[src/sv/wprs_pkg.sv]
// ----------------------------------------------------------------------------
// wprs_pkg
// Shared types and constants for the white pixel region steering block.
// ----------------------------------------------------------------------------
package wprs_pkg;

    localparam int MAX_WIDTH   = 4096;
    localparam int MIN_WIDTH   = 4;
    localparam int COUNT_BITS  = 24;
    localparam int CFG_BITS    = 13;
    localparam int COL_BITS    = $clog2(MAX_WIDTH);
    localparam int WID_BITS    = $clog2(MAX_WIDTH + 1);
    localparam int CH_BITS     = 8;
    localparam int TOTAL_BITS  = 24;
    localparam int CODE_BITS   = 2;

    localparam logic [CFG_BITS-1:0] WIDTH_RESET = CFG_BITS'(640);
    localparam logic [CH_BITS-1:0]  WHITE_LEVEL = CH_BITS'(255);

    localparam logic [1:0] BAND_LEFT   = 2'd0;
    localparam logic [1:0] BAND_CENTER = 2'd1;
    localparam logic [1:0] BAND_RIGHT  = 2'd2;

    localparam logic [CODE_BITS-1:0] STEER_STOP    = 2'd0;
    localparam logic [CODE_BITS-1:0] STEER_LEFT    = 2'd1;
    localparam logic [CODE_BITS-1:0] STEER_FORWARD = 2'd2;
    localparam logic [CODE_BITS-1:0] STEER_RIGHT   = 2'd3;

    typedef struct packed {
        logic       valid;
        logic       white;
        logic       last;
        logic [1:0] band;
    } t_stage;

endpackage

[src/sv/wprs_pix_if.sv]
// ----------------------------------------------------------------------------
// wprs_pix_if
// Pixel stream channel with valid, ready and the RGB payload.
// ----------------------------------------------------------------------------
interface wprs_pix_if;
    logic                         valid;
    logic                         ready;
    logic [wprs_pkg::CH_BITS-1:0] red;
    logic [wprs_pkg::CH_BITS-1:0] green;
    logic [wprs_pkg::CH_BITS-1:0] blue;
    logic                         frame_end;

    modport source (output valid, red, green, blue, frame_end, input ready);
    modport sink   (input valid, red, green, blue, frame_end, output ready);
endinterface

[src/sv/wprs_res_if.sv]
// ----------------------------------------------------------------------------
// wprs_res_if
// Result channel with valid, ready, the steering code and the band totals.
// ----------------------------------------------------------------------------
interface wprs_res_if;
    logic                            valid;
    logic                            ready;
    logic [wprs_pkg::CODE_BITS-1:0]  steer_code;
    logic [wprs_pkg::TOTAL_BITS-1:0] left_total;
    logic [wprs_pkg::TOTAL_BITS-1:0] center_total;
    logic [wprs_pkg::TOTAL_BITS-1:0] right_total;

    modport source (output valid, steer_code, left_total, center_total, right_total,
                    input ready);
    modport sink   (input valid, steer_code, left_total, center_total, right_total,
                    output ready);
endinterface

[src/sv/white_pixel_region_steer_top.sv]
// ----------------------------------------------------------------------------
// white_pixel_region_steer_top
// Counts white pixels in three column bands and steers toward the busiest.
// Throughput: one pixel transfer per cycle while frame results are taken.
// Result path: the last pixel of a frame passes from the input register into
// the result register; that pixel waits in the input register while an earlier
// result is still pending, which stalls the pixel input.
// Reset: synchronous, active low; clears the tallies, column and valid flags,
// and sets the image width to 640.
// ----------------------------------------------------------------------------
module white_pixel_region_steer_top (
    input  logic                          i_clk,
    input  logic                          i_rst_n,
    input  logic                          i_cfg_we,
    input  logic [wprs_pkg::CFG_BITS-1:0] i_cfg_wdata,
    wprs_pix_if.sink                      i_pix,
    wprs_res_if.source                    o_res
);

    wprs_pkg::t_stage stage;
    logic             take;

    wprs_classify u_classify (
        .i_clk       (i_clk),
        .i_rst_n     (i_rst_n),
        .i_cfg_we    (i_cfg_we),
        .i_cfg_wdata (i_cfg_wdata),
        .i_pix       (i_pix),
        .i_take      (take),
        .o_stage     (stage)
    );

    wprs_tally u_tally (
        .i_clk   (i_clk),
        .i_rst_n (i_rst_n),
        .i_stage (stage),
        .o_take  (take),
        .o_res   (o_res)
    );

endmodule

[src/sv/wprs_classify.sv]
// ----------------------------------------------------------------------------
// wprs_classify
// Input register stage: holds the width register and column counter, and
// marks each pixel as white and assigns it to a column band.
// ----------------------------------------------------------------------------
module wprs_classify (
    input  logic                              i_clk,
    input  logic                              i_rst_n,
    input  logic                              i_cfg_we,
    input  logic [wprs_pkg::CFG_BITS-1:0]     i_cfg_wdata,
    wprs_pix_if.sink                          i_pix,
    input  logic                              i_take,
    output wprs_pkg::t_stage                  o_stage
);

    logic [wprs_pkg::CFG_BITS-1:0] r_width;
    logic [wprs_pkg::COL_BITS-1:0] r_col;
    logic [wprs_pkg::COL_BITS-1:0] n_col;
    wprs_pkg::t_stage              r_stage;
    wprs_pkg::t_stage              n_stage;

    logic [wprs_pkg::WID_BITS-1:0] eff_width;
    logic [wprs_pkg::WID_BITS-1:0] quarter;
    logic [wprs_pkg::WID_BITS-1:0] center_end;
    logic [wprs_pkg::WID_BITS-1:0] col_ext;
    logic [wprs_pkg::WID_BITS-1:0] col_inc;
    logic                          accept;
    logic                          white;

    always_comb begin
        if (r_width < wprs_pkg::CFG_BITS'(wprs_pkg::MIN_WIDTH)) begin
            eff_width = wprs_pkg::WID_BITS'(wprs_pkg::MIN_WIDTH);
        end else if (r_width > wprs_pkg::CFG_BITS'(wprs_pkg::MAX_WIDTH)) begin
            eff_width = wprs_pkg::WID_BITS'(wprs_pkg::MAX_WIDTH);
        end else begin
            eff_width = wprs_pkg::WID_BITS'(r_width);
        end
    end

    assign quarter    = eff_width >> 2;
    assign center_end = (eff_width >> 1) + (eff_width >> 2);
    assign col_ext    = wprs_pkg::WID_BITS'(r_col);
    assign col_inc    = col_ext + wprs_pkg::WID_BITS'(1);

    assign white = (i_pix.red == wprs_pkg::WHITE_LEVEL) &&
                   (i_pix.green == wprs_pkg::WHITE_LEVEL) &&
                   (i_pix.blue == wprs_pkg::WHITE_LEVEL);

    assign i_pix.ready = i_rst_n && (!r_stage.valid || i_take);
    assign accept      = i_pix.valid && i_pix.ready;

    always_comb begin
        n_col   = r_col;
        n_stage = r_stage;
        if (i_take) begin
            n_stage.valid = 1'b0;
        end
        if (accept) begin
            n_stage.valid = 1'b1;
            n_stage.white = white;
            n_stage.last  = i_pix.frame_end;
            if (col_ext < quarter) begin
                n_stage.band = wprs_pkg::BAND_LEFT;
            end else if (col_ext < center_end) begin
                n_stage.band = wprs_pkg::BAND_CENTER;
            end else begin
                n_stage.band = wprs_pkg::BAND_RIGHT;
            end
            if (i_pix.frame_end || (col_inc >= eff_width)) begin
                n_col = '0;
            end else begin
                n_col = col_inc[wprs_pkg::COL_BITS-1:0];
            end
        end
    end

    always_ff @(posedge i_clk) begin
        if (!i_rst_n) begin
            r_width <= wprs_pkg::WIDTH_RESET;
            r_col   <= '0;
            r_stage <= '0;
        end else begin
            if (i_cfg_we) begin
                r_width <= i_cfg_wdata;
            end
            r_col   <= n_col;
            r_stage <= n_stage;
        end
    end

    assign o_stage = r_stage;

endmodule

[src/sv/wprs_tally.sv]
// ----------------------------------------------------------------------------
// wprs_tally
// Result stage: updates the saturating band tallies and, on the last pixel
// of a frame, loads the result register with the totals and steering code.
// ----------------------------------------------------------------------------
module wprs_tally (
    input  logic             i_clk,
    input  logic             i_rst_n,
    input  wprs_pkg::t_stage i_stage,
    output logic             o_take,
    wprs_res_if.source       o_res
);

    localparam logic [wprs_pkg::COUNT_BITS-1:0] LIMIT = '1;

    logic [wprs_pkg::COUNT_BITS-1:0] r_left;
    logic [wprs_pkg::COUNT_BITS-1:0] r_center;
    logic [wprs_pkg::COUNT_BITS-1:0] r_right;
    logic [wprs_pkg::COUNT_BITS-1:0] n_left;
    logic [wprs_pkg::COUNT_BITS-1:0] n_center;
    logic [wprs_pkg::COUNT_BITS-1:0] n_right;
    logic                            r_valid;
    logic [wprs_pkg::CODE_BITS-1:0]  r_code;
    logic [wprs_pkg::TOTAL_BITS-1:0] r_left_out;
    logic [wprs_pkg::TOTAL_BITS-1:0] r_center_out;
    logic [wprs_pkg::TOTAL_BITS-1:0] r_right_out;
    logic [wprs_pkg::CODE_BITS-1:0]  n_code;
    logic                            emit;

    assign o_take = i_stage.valid && (!i_stage.last || !r_valid || o_res.ready);
    assign emit   = o_take && i_stage.last;

    always_comb begin
        n_left   = r_left;
        n_center = r_center;
        n_right  = r_right;
        if (i_stage.white) begin
            case (i_stage.band)
                wprs_pkg::BAND_LEFT: begin
                    if (r_left != LIMIT) n_left = r_left + 1'b1;
                end
                wprs_pkg::BAND_CENTER: begin
                    if (r_center != LIMIT) n_center = r_center + 1'b1;
                end
                default: begin
                    if (r_right != LIMIT) n_right = r_right + 1'b1;
                end
            endcase
        end
    end

    always_comb begin
        if ((n_left == '0) && (n_center == '0) && (n_right == '0)) begin
            n_code = wprs_pkg::STEER_STOP;
        end else if ((n_left >= n_center) && (n_left >= n_right)) begin
            n_code = wprs_pkg::STEER_LEFT;
        end else if (n_center >= n_right) begin
            n_code = wprs_pkg::STEER_FORWARD;
        end else begin
            n_code = wprs_pkg::STEER_RIGHT;
        end
    end

    always_ff @(posedge i_clk) begin
        if (!i_rst_n) begin
            r_left   <= '0;
            r_center <= '0;
            r_right  <= '0;
            r_valid  <= 1'b0;
        end else begin
            if (emit) begin
                r_left   <= '0;
                r_center <= '0;
                r_right  <= '0;
                r_valid  <= 1'b1;
            end else begin
                if (o_take) begin
                    r_left   <= n_left;
                    r_center <= n_center;
                    r_right  <= n_right;
                end
                if (o_res.ready) begin
                    r_valid <= 1'b0;
                end
            end
        end
    end

    always_ff @(posedge i_clk) begin
        if (emit) begin
            r_code       <= n_code;
            r_left_out   <= wprs_pkg::TOTAL_BITS'(n_left);
            r_center_out <= wprs_pkg::TOTAL_BITS'(n_center);
            r_right_out  <= wprs_pkg::TOTAL_BITS'(n_right);
        end
    end

    assign o_res.valid        = r_valid;
    assign o_res.steer_code   = r_code;
    assign o_res.left_total   = r_left_out;
    assign o_res.center_total = r_center_out;
    assign o_res.right_total  = r_right_out;

endmodule

[src/flat_wrapper.sv]
// flat-port wrapper written by rule: the top's interface ports become plain ports
module white_pixel_region_steer_top_flat 
  (i_clk, i_rst_n, i_cfg_we, i_cfg_wdata, i_pix_valid, i_pix_red, i_pix_green, i_pix_blue, i_pix_frame_end, i_pix_ready, o_res_valid, o_res_steer_code, o_res_left_total, o_res_center_total, o_res_right_total, o_res_ready);
  wprs_pix_if i_pix_i ();
  wprs_res_if o_res_i ();
  input  logic i_clk;
  input  logic i_rst_n;
  input  logic i_cfg_we;
  input  logic [wprs_pkg::CFG_BITS-1:0] i_cfg_wdata;
  input wire logic [$bits(i_pix_i.valid)-1:0] i_pix_valid;
  input wire logic [$bits(i_pix_i.red)-1:0] i_pix_red;
  input wire logic [$bits(i_pix_i.green)-1:0] i_pix_green;
  input wire logic [$bits(i_pix_i.blue)-1:0] i_pix_blue;
  input wire logic [$bits(i_pix_i.frame_end)-1:0] i_pix_frame_end;
  output wire logic [$bits(i_pix_i.ready)-1:0] i_pix_ready;
  output wire logic [$bits(o_res_i.valid)-1:0] o_res_valid;
  output wire logic [$bits(o_res_i.steer_code)-1:0] o_res_steer_code;
  output wire logic [$bits(o_res_i.left_total)-1:0] o_res_left_total;
  output wire logic [$bits(o_res_i.center_total)-1:0] o_res_center_total;
  output wire logic [$bits(o_res_i.right_total)-1:0] o_res_right_total;
  input wire logic [$bits(o_res_i.ready)-1:0] o_res_ready;
  assign i_pix_i.valid = i_pix_valid;
  assign i_pix_i.red = i_pix_red;
  assign i_pix_i.green = i_pix_green;
  assign i_pix_i.blue = i_pix_blue;
  assign i_pix_i.frame_end = i_pix_frame_end;
  assign i_pix_ready = i_pix_i.ready;
  assign o_res_valid = o_res_i.valid;
  assign o_res_steer_code = o_res_i.steer_code;
  assign o_res_left_total = o_res_i.left_total;
  assign o_res_center_total = o_res_i.center_total;
  assign o_res_right_total = o_res_i.right_total;
  assign o_res_i.ready = o_res_ready;
  white_pixel_region_steer_top u_core (.i_clk(i_clk), .i_rst_n(i_rst_n), .i_cfg_we(i_cfg_we), .i_cfg_wdata(i_cfg_wdata), .i_pix(i_pix_i), .o_res(o_res_i));
endmodule
[config.mk]
export PLATFORM = sky130hd
export DESIGN_NAME = white_pixel_region_steer_top_flat
export DESIGN_NICKNAME = d
export VERILOG_FILES = /design/src/sv/wprs_pkg.sv /design/src/sv/wprs_pix_if.sv /design/src/sv/wprs_res_if.sv /design/src/sv/white_pixel_region_steer_top.sv /design/src/sv/wprs_classify.sv /design/src/sv/wprs_tally.sv /design/src/flat_wrapper.sv
export SDC_FILE = /design/constraint.sdc
export NUM_CORES = 1
export LEC_CHECK = 0
export ABC_AREA = 0
export BUFFER_PORTS_ARGS = -buffer_cell sky130_fd_sc_hd__buf_2
export CORE_MARGIN = 3
export CORE_UTILIZATION = 60
export CTS_CLUSTER_DIAMETER = 80
export DETAILED_ROUTE_END_ITERATION = 16
export PLACE_DENSITY = 0.86
export REMOVE_ABC_BUFFERS = 1
export SLEW_MARGIN = 20
export SYNTH_ARGS = -nofsm -noshare
export SYNTH_HDL_FRONTEND = slang
export SYNTH_SLANG_ARGS = --single-unit
export TNS_END_PERCENT = 5
[constraint.sdc]
create_clock -name i_clk -period 7.2 [get_ports i_clk]
set_clock_uncertainty 0.2 [all_clocks]
set_input_delay 1.44 -clock i_clk [delete_from_list [all_inputs] [get_ports i_clk]]
set_output_delay 1.44 -clock i_clk [all_outputs]
set_load 0.01 [all_outputs]
# --- Yosys cells after proc, flatten, opt, wreduce, memory -nomap -nowiden ---
# Cells that the tools add are included.
word_totals:
  reg_bits: 177
  inputBits: 43
  output_inout_bits: 76
  word_cells: 81
classes:
  addsub: 5
  magnitude_cmp: 8
  n_eq_ne: 7
  mux: 20
  n_bitwise: 1
  n_reduce_logical: 25
ops:
  columns: ["operator", "n"]
  rows:
  - ["$mux W24", 9]
  - ["$add A24 B1 Y24 const B", 3]
  - ["$ge A24 B24 Y1", 3]
  - ["$logic_not A24 Y1", 3]
  - ["$ne A24 B24 Y1 const B", 3]
  - ["$mux W13", 2]
  - ["$eq A8 B8 Y1 const B", 3]
  - ["$add A12 B1 Y13 const B", 1]
  - ["$add A12 B11 Y13", 1]
  - ["$ge A13 B13 Y1", 1]
  - ["$gt A13 B13 Y1 const B", 1]
  - ["$lt A12 B13 Y1", 1]
  - ["$lt A13 B3 Y1 const B", 1]
  - ["$lt A12 B11 Y1", 1]
  - ["$mux W12", 1]
  - ["$logic_and A1 B1 Y1", 9]
  - ["$reduce_or A2 Y1", 3]
  - ["$mux W1", 5]
  - ["$mux W5", 1]
  - ["$logic_or A1 B1 Y1", 4]
  - ["$mux W2", 2]
  - ["$reduce_bool A2 Y1", 2]
  - ["$logic_not A1 Y1", 3]
  - ["$eq A2 B1 Y1 const B", 1]
  - ["other kinds (2)", 2]

# --- Logic depth before layout (Yosys ltp) ---
# Gate-level depths: netlist (run 1).
logic_depth:
  word_depth: 8
  ltp_mapped: 22
  depth_no_buf: 22

# --- By module ---
# From an unflattened synthesis (run 1), not the netlist that was laid out.
unflattened:
  hier_cells: 1363
  area_unflattened_um2: 12308.1
modules_own_cells:
  columns: ["module", "n_inst", "cells_each", "area_each_um2", "seq_area_each_um2"]
  rows:
  - ["wprs_tally", 1, 1034, 9546.7, 3683.5]
  - ["wprs_classify", 1, 329, 2761.4, 600.6]

# --- Worst setup path after synthesis (run 1) ---
# Ideal clock, no wire load.
synth_path:
  path_kind: "in2reg"
  from: "in o_res_ready"
  to: "reg u_core.u_tally.r_center[1] (netlist name)"
  setup_time_ps: 139
  arrival_time_ps: 4232
  required_time_ps: 6861
  path_slack_ps: 2629
  stages: 7
  path_buffers: 2
  path_cell_list: "nor2b_1 -> nand2_1 -> and3_1 -> nand2b_1 -> clkbuf_1 -> clkbuf_1 -> a211oi_1"
synth_via:
  elab_chain_cells: 4
synth_rtl:
  columns: ["element", "line_no", "source"]
  rows:
  - ["start: declaration", "flat_wrapper.sv:21", "input wire logic [$bits(o_res_i.ready)-1:0] o_res_ready;"]
  - ["$logic_or A1 B1 Y1", "wprs_tally.sv:30", "assign o_take = i_stage.valid && (!i_stage.last || !r_valid || o_res.ready);"]
  - ["$logic_and A1 B1 Y1", "wprs_tally.sv:30", null]
  - ["$logic_and A1 B1 Y1", "wprs_tally.sv:31", "assign emit = o_take && i_stage.last;"]
  - ["net u_core.u_tally.emit", "wprs_tally.sv:28", "logic emit;"]
  - ["$reduce_or A2 Y1 (no line)", null, null]
  - ["end signal: assignment", "wprs_tally.sv:79", "r_center <= n_center;"]
  - ["end: declaration", "wprs_tally.sv:17", "logic [wprs_pkg::COUNT_BITS-1:0] r_center;"]
# The timed path passes the listed nets, and every way through them passes these cells.
# A chain may end at the register's enable or synchronous reset.

# --- Worst setup path after layout (run 1) ---
layout_path:
  from: "reg u_core.u_tally.r_right[0] (netlist name)"
  to: "reg u_core.u_tally.r_code, in the netlist u_core.u_tally.o_res.steer_code[0], data pin"
layout_via:
  elab_chain_cells: 7
  elab_cells_between_ends: 12
  classes_between: "1 x add/sub; 2 x order compare; 1 x eq/ne; 5 x mux; 3 x reduce/logical"
layout_rtl:
  columns: ["element", "line_no", "source"]
  rows:
  - ["start: declaration", "wprs_tally.sv:18", "logic [wprs_pkg::COUNT_BITS-1:0] r_right;"]
  - ["start signal: assignment", "wprs_tally.sv:80", "r_right <= n_right;"]
  - ["$add A24 B1 Y24 / $ne A24 B24 Y1 (equally long branches)", "wprs_tally.sv:46", "if (r_right != LIMIT) n_right = r_right + 1'b1;"]
  - ["$mux W24", "wprs_tally.sv:46", null]
  - ["$mux W24", "wprs_tally.sv:38", "case (i_stage.band)"]
  - ["$mux W24 *", "wprs_tally.sv:37", "if (i_stage.white) begin"]
  - ["net u_core.u_tally.n_right, one bit", "wprs_tally.sv:21", "logic [wprs_pkg::COUNT_BITS-1:0] n_right;"]
  - ["$ge A24 B24 Y1, on equally long branches", "wprs_tally.sv:57, wprs_tally.sv:55", null]
  - ["$mux W1 / $logic_and A1 B1 Y1 (equally long branches)", "wprs_tally.sv:57, wprs_tally.sv:55", null]
  - ["$mux W1", "wprs_tally.sv:55", "end else if ((n_left >= n_center) && (n_left >= n_right)) begin"]
  - ["end signal: assignment", "wprs_tally.sv:91", "r_code <= n_code;"]
  - ["end: declaration", "wprs_tally.sv:23", "logic [wprs_pkg::CODE_BITS-1:0] r_code;"]
# Mark *: on every way through the listed nets, which the timed path passes. The rest lies on a longest branch.

==> impl_results.md, run 1 <==
- Largest net degree at the start of global routing: 77
- Io pins: 119
- Number of global-route vias before repair: 9840
- Yosys warns: 0
- Netlist cell types: 79
- Post-synth EDFFs: 74
- First-pass GRT wire length: 51000 µm
- Starting density of the core: 61.8%
- Flop pwr share: 48.2%
- Worst-Margin Slew: 1.01 ns
- Post-Route WL: 32100 µm
- Initial antenna violation count: 0
- Net Sw Frac: 25.1%
- Crit start category: flop
- Total gr overflow: 0
- Dpl ws: 2.42 ns
- Most used DFF post-synth: dfxtp_1
- Vias per std cell: 6.27
- Die Wd: 148 µm
- Post-cts resize count: 0
- Max Cap Viol: 0
- Final Hold Vio Count: 0
- Detail Placement HPWL: 23700 µm
- ANT nets after route: 0
- Clock Latency Late Sink: 0.44 ns
- Post-synthesis register bit count: 177
- Post-Synthesis Cell Area: 0.0122 mm²
- Total GRT Usage: 28.9%
- HP Class: reg2reg
- # diodes: 0
- Status: complete, no violations
- Reg2reg end: u_core.u_tally.o_res.steer_code[0]
- Critical path required time: 7.28 ns
- Critical Path End Type: flop
- GPL Wtd Cong: 0.975
- Die Y-Extent: 148 µm
- Register area share after synthesis: 35.2%
- Final setup violation count: 0
- Area contributors post-synth: edfxtp_1 18%, dfxtp_1 17%, ha_1 13%
- Core area: 0.0197 mm²
- Rows: 51
- RSZ-0062 raised after global routing: no
- DR iter-0 viols: 1112
- Normalized max-slew margin: 32.5%
- Vias: 10600
- Htree depth: 4
- CTS root buf: clkbuf_16
- Hold_sp: u_core.u_classify.r_width[7]
- Worst path arrival time: 5.05 ns
- Max clock buf depth: 2
- Cell Int Power: 1.64 mW
- Slew Viols, Final: 0
- Worst-path clk slew: 0.08 ns
- Clock Power Share: 44.9%
- PD cells: 163 mW/mm²
- Worst R2R Start: u_core.u_tally.r_right[0]
- Yosys top cell by area: edfxtp_1
- Layout cells sized above 1: 13.2%
- CTS buffer count: 17
- Critical-path maximum fanout: 10
- CTS tree: done
- Net Switching: 0.548 mW
- Mapped Cells: 1342
- Port bufs: 118
- Synth top area share: 18.2%
- Combinational Power Share: 7.0%
- Worst Slack Setup Final: 2.24 ns
- Routed len/inst: 19.0 µm
- Register-to-register setup slack: 2.24 ns
- Area added between synthesis and finish: 10.2%
- Die ar.: 0.0220 mm²
- Fin Setup TNS: 0 ns
- Clock sinks: 177
- Hold Path Depth: 2
- Pre-antenna DRT Iters: 5
- Nets: 1580
- Total power: 2.19 mW
- Post-synth ARST share: 0%
- Leakage: 6.01 nW
- Syn_area_per_cell: 9.07 µm²
- # DRC: 0
- Max frequency: 0.202 GHz
- Worst Hold Path EP: u_core.u_classify.r_width[7]
- R2R cell count: 15
- Peak supply drop: 0.000172 V
- Final worst-path cycle share: 68.9%
- Hold-fix buffers, CTS: 0
- Post-synth top cells: 122 x ha_1, 113 x nor2_1, 103 x dfxtp_1, 91 x nand2_1
- WS Path Type: reg2reg
- Most frequent cell after synthesis: ha_1
- Post-CTS setup buffers: 0
- Tmin final: 4.96 ns
[cell type report]
class | count | area (µm²)
multi-input cells | 1023 | 7300
fillers | 1482 | 6300
flip-flops and latches | 177 | 4280
repair buffers | 120 | 606
clock buffers | 17 | 425
well taps | 265 | 332
inverters | 75 | 282
clock inverters | 15 | 190
[kinds of logic after synthesis]
kind of cell,synth area share (%)
and+or+nand+nor,22.7
AOI/OAI and AO/OA,13.0
DFF,35.2
buffers and inverters,4.98
xor gates and xnor gates,9.79
adders and majority gates,12.7
muxes,1.65
[power groups by stage]
stage	Combinational [mW]	Clock [mW]	Sequential, mW
floorplan	0.0982	0	1.07
global placement	0.142	0	1.08
detailed placement	0.147	0	1.08
CTS	0.150	0.983	1.05
global route	0.168	1.03	1.05
finish	0.152	0.981	1.05
[flip-flops by register name (all words and copies together) (netlist names)]
name                               cells
u_core.u_classify.o_stage              5
u_core.u_tally.r_center               24
u_core.u_tally.r_left                 24
u_core.u_tally.o_res.right_total      24
u_core.u_tally.o_res.center_total     24
u_core.u_tally.r_right                24
u_core.u_classify.r_col               12
u_core.u_classify.r_width             13
u_core.u_tally.o_res.steer_code        2
u_core.u_tally.o_res.valid             1
u_core.u_tally.o_res.left_total       24
[metrics by stage]
step	cell area, µm²	hold WS, ns	std cells	utilization (%)
final	13400	0.313	1692	68.0
after global placement	12800	0.291	1660	64.9
after detailed placement	12800	0.291	1660	64.9
after CTS	13400	0.311	1692	68.0
after floorplan	11900	0.263	1275	-
after global routing	13400	0.362	1692	68.0
[worst max-delay path, cell delays in order, from the launching register on]
cell	delay [ns]
dfxtp_1	0.48
ha_1	0.25
nand3_2	0.19
nor4_1	0.74
a21oi_1	0.32
xor2_1	0.34
ha_1	0.29
nand2b_1	0.14
a21o_1	0.17
a211oi_1	0.28
o21bai_1	0.13
a211oi_1	0.26
o21bai_1	0.12
a2111oi_0	0.50
o211ai_1	0.17
a31oi_1	0.22
[cell usage in the layout, fill, tap and decap left out, types with 27 or more instances in the layout]
cell type  count
nand3_1       49
nor2_1       113
or3_1         27
buf_2        118
nor3_1        29
xor2_1        67
edfxtp_1      74
dfxtp_1      103
inv_1         74
ha_1         122
nand4_1       44
o21ai_0       55
nor2b_1       29
nand2_1       91
a21oi_1       61
xnor2_1       66
[routing by layer]
layer	part of all wire [%]	wire (µm)	global-route usage, %
met5	0	0	0
met4	4.3	1400	13.0
met3	8.1	2610	4.75
met2	45	14300	45.6
met1	43	13800	39.4
[worst max-delay path by stage]
stage,endpoint,startpoint
floorplan,u_core.u_tally.r_center[0],o_res_ready
global placement,u_core.u_tally.o_res.steer_code[0],u_core.u_tally.r_right[0]
detailed placement,u_core.u_tally.o_res.steer_code[0],u_core.u_tally.r_right[0]
CTS,u_core.u_tally.o_res.steer_code[0],u_core.u_tally.r_right[0]
global route,u_core.u_tally.o_res.steer_code[0],u_core.u_tally.r_right[0]
finish,u_core.u_tally.o_res.steer_code[0],u_core.u_tally.r_right[0]
Power figures use the tool's default switching activity.
==> run 2, diff against run 1 <==
--- a/config.mk
+++ b/config.mk
@@ -8,10 +8,10 @@
 export ABC_AREA = 0
 export BUFFER_PORTS_ARGS = -buffer_cell sky130_fd_sc_hd__buf_2
 export CORE_MARGIN = 3
-export CORE_UTILIZATION = 60
+export CORE_UTILIZATION = 55
 export CTS_CLUSTER_DIAMETER = 80
 export DETAILED_ROUTE_END_ITERATION = 16
-export PLACE_DENSITY = 0.86
+export PLACE_DENSITY = 0.83
 export REMOVE_ABC_BUFFERS = 1
 export SLEW_MARGIN = 20
 export SYNTH_ARGS = -nofsm -noshare
==> constraint.sdc (replaced) <==
create_clock -name i_clk -period 4 [get_ports i_clk]
set_clock_uncertainty 0.2 [all_clocks]
set_input_delay 0.8 -clock i_clk [delete_from_list [all_inputs] [get_ports i_clk]]
set_output_delay 0.8 -clock i_clk [all_outputs]
set_load 0.01 [all_outputs]
==> run 2 against run 1 <==
Effect of this change:
- sequential power rose by 80%
- register-to-register slack worse by 2.2 ns
- die area grew 8.7%
- setup slack got worse by 2.2 ns
- largest power group unchanged
- first-iteration DRC count about the same
- count of clock-buffer cells in the layout is the same
- non-clock buffer count rose by 186
- cell count is 12% higher
- global-route usage hardly changed
- worst hold slack improved by 0.021 ns
- flip-flop and latch count unchanged
- power rose by 79%
==> impl_results.md, run 2 (synthesized netlist as in run 1, its figures left out) <==
- Status: complete, no violations
- Vias: 11600 (+9.5%)
- Design Area, Final: 0.0151 mm² (+12%)
- Post-Route WL: 35900 µm (+12%)
- Fin Hold WS: 0.334 ns (+0.0211 ns)
- # DRC: 0 (unchanged)
- WS Path Type: reg2reg
- CTS tree: done
- Die Wd: 155 µm (+4.3%)
- Port bufs: 118 (unchanged)
- Final setup violation count: 0 (unchanged)
- Combinational Power Share: 8.4% (+1.4 points)
- Total gr overflow: 0 (unchanged)
- Clock Power Share: 43.2% (-1.7 points)
- Nets: 1766 (+12%)
- GPL Wtd Cong: 0.959 (-1.6%)
- Commonest non-fill, non-tap cell in the layout: buf_4
- PD cells: 259 mW/mm² (+59%)
- Worst Slack Setup Final: 0.0482 ns (-2.19 ns)
- Worst-Margin Slew: 0.916 ns (-0.0960 ns)
- Layout cells sized above 1: 26.3% (+13 points)
- DR iter-0 viols: 1113 (+0.090%)
- Max clock buf depth: 2 (unchanged)
- Area added between synthesis and finish: 23.7%
- Io pins: 119 (unchanged)
- Fin util: 70.5% (+2.5 points)
- Post-DP Area: 0.0141 mm² (+9.9%)
- RSZ-0062 raised after global routing: yes
- Net Switching: 1.04 mW (+89%)
- Final Hold Vio Count: 0 (unchanged)
- Critical path required time: 4.13 ns (-3.15 ns)
- First-pass GRT wire length: 56200 µm (+10%)
- HP Class: reg2reg
- Starting density of the core: 57.0% (-4.7 points)
- Clock Latency Late Sink: 0.45 ns (about the same)
- Final worst-path cycle share: 98.8% (+30 points)
- Vias per std cell: 6.15 (-1.9%)
- Leakage: 7.02 nW (+17%)
- R2R cell count: 21 (+6)
- Dpl ws: -0.238 ns (-2.65 ns)
- Clock sinks: 177 (unchanged)
- CTS buffer count: 17 (unchanged)
- Cell Int Power: 2.87 mW (+75%)
- Tmin final: 3.95 ns (-1.01 ns)
- Core area: 0.0214 mm² (+8.3%)
- Largest net degree at the start of global routing: 68 (-12%)
- ANT nets after route: 0 (unchanged)
- Die ar.: 0.0240 mm² (+8.7%)
- Routed len/inst: 19.0 µm (+0.18%)
- Peak supply drop: 0.000280 V (+62%)
- Htree depth: 4 (unchanged)
- Crit start category: flop
- Flop pwr share: 48.5% (+0.3 points)
- Worst path arrival time: 4.08 ns (-0.97 ns)
- Total power: 3.91 mW (+79%)
- Total GRT Usage: 28.9% (-0.035 points)
- Hold Path Depth: 2 (unchanged)
- Normalized max-slew margin: 38.9% (+6.4 points)
- Max Cap Viol: 0 (unchanged)
- Max frequency: 0.253 GHz (+26%)
- Critical Path End Type: flop
- Net Sw Frac: 26.6% (+1.5 points)
- Detail Placement HPWL: 26600 µm (+12%)
- Die Y-Extent: 155 µm (+4.3%)
- Rows: 53 (+3.9%)
- Slew Viols, Final: 0 (unchanged)
- Most frequent cells in the layout: 188 x buf_4, 121 x ha_1, 118 x buf_2, 108 x nor2_1, 98 x dfxtp_1
- # diodes: 0 (unchanged)
- Initial antenna violation count: 0 (unchanged)
- Worst-path clk slew: 0.08 ns (about the same)
- CTS root buf: clkbuf_16
- Number of global-route vias before repair: 11100 (+13%)
- Critical-path maximum fanout: 3 (-7)
- Pre-antenna DRT Iters: 5 (unchanged)
run 2: cell count changes in the layout (fill, tap and decap cells not counted), moves of 4 or more:
cell,before,now
buf_4,2,188
clkinv_4,0,4
dfxtp_1,103,98
dfxtp_2,0,5
nor2_1,113,108
nor2_2,0,5
nor4_1,12,8
o21ai_0,55,46
o21ai_1,1,6
xnor2_1,66,62
xnor2_2,0,4
run 2: repair_timing:
item                       in CTS  in global routing
gates resized for setup        12                 58
hold buffers                    0                  0
setup buffers                   6                 13
pin swaps                       5                 29
setup endpoints to repair       4                 16
run 2: final cells by class:
| class | instances | area (µm²) |
|---|---|---|
| clock inverters | 15 | 159 |
| multi-input cells | 1023 | 7560 |
| fillers | 1539 | 6290 |
| flip-flops and latches | 177 | 4290 |
| repair buffers | 306 | 2000 |
| well taps | 275 | 344 |
| inverters | 75 | 282 |
| clock buffers | 17 | 425 |
run 2: worst max-delay path, cell delays in order (launching register included):
cell and delay [ns]:
dfxtp_2 0.34, nor4_4 0.30, nand3_2 0.14, buf_4 0.16, o31ai_2 0.22, nand2_1 0.12, inv_1 0.10, ha_1 0.27
inv_1 0.11, a21oi_2 0.06, buf_4 0.14, buf_4 0.12, buf_4 0.12, buf_4 0.12, buf_4 0.12, nand2b_1 0.15
ha_1 0.29, a211oi_2 0.07, o31a_1 0.29, o21ai_2 0.13, nand2_1 0.06, a32o_1 0.21
run 2: per-layer routing:
layer / track usage [%] / up-vias / share of wire [%]
met4: 10.5 / 0 / 4.1
met3: 5.85 / 124 / 9.1
li1: - / 5360 / -
met5: 0 / - / 0
met2: 47.7 / 638 / 47
met1: 37.7 / 5496 / 40
run 2: worst paths after layout:
check                                                   from                           end  slack [ns]
worst max-delay path            u_core.u_classify.r_width[9]  u_core.u_classify.o_stage[0]        0.05
worst min-delay path                u_core.u_tally.r_left[7]      u_core.u_tally.r_left[7]        0.33
worst min register to register      u_core.u_tally.r_left[7]      u_core.u_tally.r_left[7]        0.33
worst max register to register  u_core.u_classify.r_width[9]  u_core.u_classify.o_stage[0]        0.05
run 2: metrics by stage:
stage | TNS [ns] | instances
2_1_floorplan | -48.66 | 1275
3_3_place_gp | -0.0680 | 1837
3_5_place_dp | -0.531 | 1837
4_1_cts | 0 | 1875
5_1_grt | -0.264 | 1888
6_report | 0 | 1888
run 2: power groups by stage:
stage	clock, mW	combinational [mW]	sequential (mW)
global route	1.77	0.357	1.90
finish	1.69	0.326	1.89
floorplan	0	0.177	1.93
CTS	1.70	0.299	1.89
global placement	0	0.283	1.93
detailed placement	0	0.293	1.93
==> run 3, diff against run 2 <==
--- a/config.mk
+++ b/config.mk
@@ -7,11 +7,14 @@
 export LEC_CHECK = 0
 export ABC_AREA = 0
 export BUFFER_PORTS_ARGS = -buffer_cell sky130_fd_sc_hd__buf_2
+export CELL_PAD_IN_SITES_DETAIL_PLACEMENT = 1
+export CELL_PAD_IN_SITES_GLOBAL_PLACEMENT = 1
 export CORE_MARGIN = 3
-export CORE_UTILIZATION = 55
+export CORE_UTILIZATION = 42
 export CTS_CLUSTER_DIAMETER = 80
 export DETAILED_ROUTE_END_ITERATION = 16
-export PLACE_DENSITY = 0.83
+export HOLD_SLACK_MARGIN = 0.08
+export PLACE_DENSITY = 0.82
 export REMOVE_ABC_BUFFERS = 1
 export SLEW_MARGIN = 20
 export SYNTH_ARGS = -nofsm -noshare
==> run 3 against run 2 <==
Effect of this change:
- the flow now finishes with violations (setup timing)
- global-route usage is 2.4 points lower
- die area is 30% higher
- wire length is 17% higher
- via count is 1.4% lower
- sequential power hardly changed
- first-iteration DRC count is 19% lower
- non-clock buffer count is 31 lower
- critical path depth is 4 higher
- cell area is 0.90% lower
- count of clock-buffer cells in the layout is 1 higher
- critical path type unchanged
- critical endpoint unchanged
- highest routed layer unchanged
==> impl_results.md, run 3 (synthesized netlist as in run 1, its figures left out) <==
- GPL Wtd Cong: 0.939 (-2.2%)
- CTS buffer count: 17 (unchanged)
- Flop pwr share: 48.3% (-0.2 points)
- Leakage: 6.81 nW (-3.0%)
- Multi-input gate area: 0.00752 mm² (-0.45%)
- Max clock buf depth: 2 (unchanged)
- Cell Int Power: 2.88 mW (+0.51%)
- Vias per std cell: 5.84 (-5.1%)
- Normalized max-slew margin: 30.1% (-8.8 points)
- Clock Power Share: 42.7% (-0.5 points)
- Commonest non-fill, non-tap cell in the layout: buf_4
- Critical path required time: 4.13 ns (about the same)
- Worst-Margin Slew: 1.05 ns (+0.132 ns)
- Clock sinks: 177 (unchanged)
- Final worst-path cycle share: 105% (+6.6 points)
- Routed len/inst: 21.4 µm (+12%)
- PD cells: 263 mW/mm² (+1.4%)
- WS Path Type: reg2reg
- Tmin final: 4.22 ns (+0.264 ns)
- Crit start category: flop
- Net Switching: 1.04 mW (+0.42%)
- Final setup violation count: 3 (+3)
- Area added between synthesis and finish: 22.6%
- CTS root buf: clkbuf_16
- ANT nets after route: 0 (unchanged)
- Fin Hold WS: 0.309 ns (-0.0242 ns)
- Largest net degree at the start of global routing: 76 (+12%)
- Pre-antenna DRT Iters: 7 (+2)
- CTS tree: done
- Peak supply drop: 0.000246 V (-12%)
- Worst-path clk slew: 0.08 ns (about the same)
- Htree depth: 4 (unchanged)
- Starting density of the core: 43.2% (-14 points)
- Status: finished, violations left
- Io pins: 119 (unchanged)
- Final Hold Vio Count: 0 (unchanged)
- Critical Path End Type: flop
- Failing checks: setup timing
- Total GRT Usage: 26.5% (-2.4 points)
- Total gr overflow: 0 (unchanged)
- Combinational Power Share: 9.0% (+0.6 points)
- Die Wd: 176 µm (+14%)
- Hold-fix buffers, CTS: 0 (unchanged)
- Register-to-register setup slack: -0.22 ns (-0.26 ns)
- Fin util: 53.0% (-18 points)
- Slew Viols, Final: 0 (unchanged)
- Worst path arrival time: 4.34 ns (+0.26 ns)
- Max Cap Viol: 0 (unchanged)
- DR iter-0 viols: 905 (-19%)
- Layout cells sized above 1: 24.5% (-1.8 points)
- # DRC: 0 (unchanged)
- Core area: 0.0282 mm² (+32%)
- Die ar.: 0.0311 mm² (+30%)
- RSZ-0062 raised after global routing: yes
- Design Area, Final: 0.0149 mm² (-0.90%)
- Detail Placement HPWL: 30900 µm (+16%)
- Seq. cell area: 0.00429 mm² (about the same)
- Net Sw Frac: 26.5% (about the same)
- Die Y-Extent: 176 µm (+14%)
- Worst Slack Setup Final: -0.216 ns (-0.264 ns)
- Critical-path maximum fanout: 3 (unchanged)
- Max frequency: 0.237 GHz (-6.3%)
- Fill cells: 3283 (+110%)
- HP Class: reg2reg
- Initial antenna violation count: 0 (unchanged)
- Clock Latency Late Sink: 0.44 ns (about the same)
- Number of global-route vias before repair: 12000 (+8.0%)
- Vias: 11500 (-1.4%)
- Most frequent cells in the layout: 155 x buf_4, 118 x ha_1, 118 x buf_2, 108 x nor2_1, 99 x dfxtp_1
- First-pass GRT wire length: 65200 µm (+16%)
- Rows: 61 (+15%)
- Port bufs: 118 (unchanged)
- Post-DP Area: 0.0140 mm² (-0.47%)
- Post-Route WL: 41900 µm (+17%)
- Nets: 1735 (-1.8%)
==> run 3: worst paths after layout <==
check | endpoint | startpoint | cells past startpoint
setup / recovery | u_core.u_classify.o_stage[0] | u_core.u_classify.r_width[7] | 25
hold / removal | u_core.u_tally.r_center[3] | u_core.u_tally.r_center[3] | 2
setup reg to reg | u_core.u_classify.o_stage[0] | u_core.u_classify.r_width[7] | 25
hold reg to reg | u_core.u_tally.r_center[3] | u_core.u_tally.r_center[3] | 2
==> run 3: what timing repair did <==
item,CTS,global route
buffers inserted,12,2
pin swaps,22,23
gates cloned,0,0
setup endpoints to repair,10,15
gates resized for setup,31,34
==> run 3: routing by layer <==
layer / part of all wire [%] / up-vias / wire, µm / global-route usage (%)
met2: 49 / 379 / 20700 / 45.9
met5: 0 / - / 0 / 0
li1: - / 5282 / - / -
met4: 4.0 / 0 / 1690 / 11.3
met1: 41 / 5682 / 17100 / 32.4
met3: 5.8 / 107 / 2420 / 4.56
==> run 3: power groups by stage <==
| stage | sequential (mW) | combinational, mW | clock [mW] |
|---|---|---|---|
| 3_5_place_dp | 1.93 | 0.305 | 0 |
| 4_1_cts | 1.89 | 0.332 | 1.70 |
| 3_3_place_gp | 1.93 | 0.291 | 0 |
| 2_1_floorplan | 1.93 | 0.177 | 0 |
| 6_report | 1.90 | 0.353 | 1.68 |
| 5_1_grt | 1.90 | 0.384 | 1.77 |
==> run 3: metrics by stage <==
step	instances	setup WS, ns	setup TNS, ns	power [mW]
after floorplan	1275	-0.689	-48.66	2.11
after global placement	1914	-0.135	-0.160	2.22
after detailed placement	1914	-0.372	-0.829	2.24
after CTS	1958	-0.0182	-0.0197	3.92
after global routing	1960	-0.430	-1.58	4.06
final	1961	-0.216	-0.380	3.93
==> run 3: critical path, stage by stage, from the launching register on <==
cell and delay [ns]:
dfxtp_1 0.35, nor4_4 0.29, nand3_2 0.13, nand2b_1 0.11
nand2_2 0.07, inv_2 0.11, buf_6 0.11, ha_4 0.18
a21o_1 0.19, a21oi_2 0.18, o21ai_2 0.10, a21oi_2 0.19
buf_4 0.13, buf_4 0.10, buf_4 0.09, buf_4 0.08
buf_4 0.09, buf_4 0.10, buf_4 0.11, xor2_2 0.14
ha_2 0.19, a211oi_1 0.05, o31a_1 0.34, o21ai_4 0.19
nand2_1 0.07, a32o_1 0.20
==> run 3: cell type report <==
cell class / instances / area share [%]
diodes: 1 / 0.0168
clock inverters: 14 / 0.931
flip-flops and latches: 177 / 28.7
repair buffers: 275 / 11.9
inverters: 75 / 1.89
well taps: 378 / 3.17
clock buffers: 18 / 2.94
multi-input cells: 1023 / 50.4
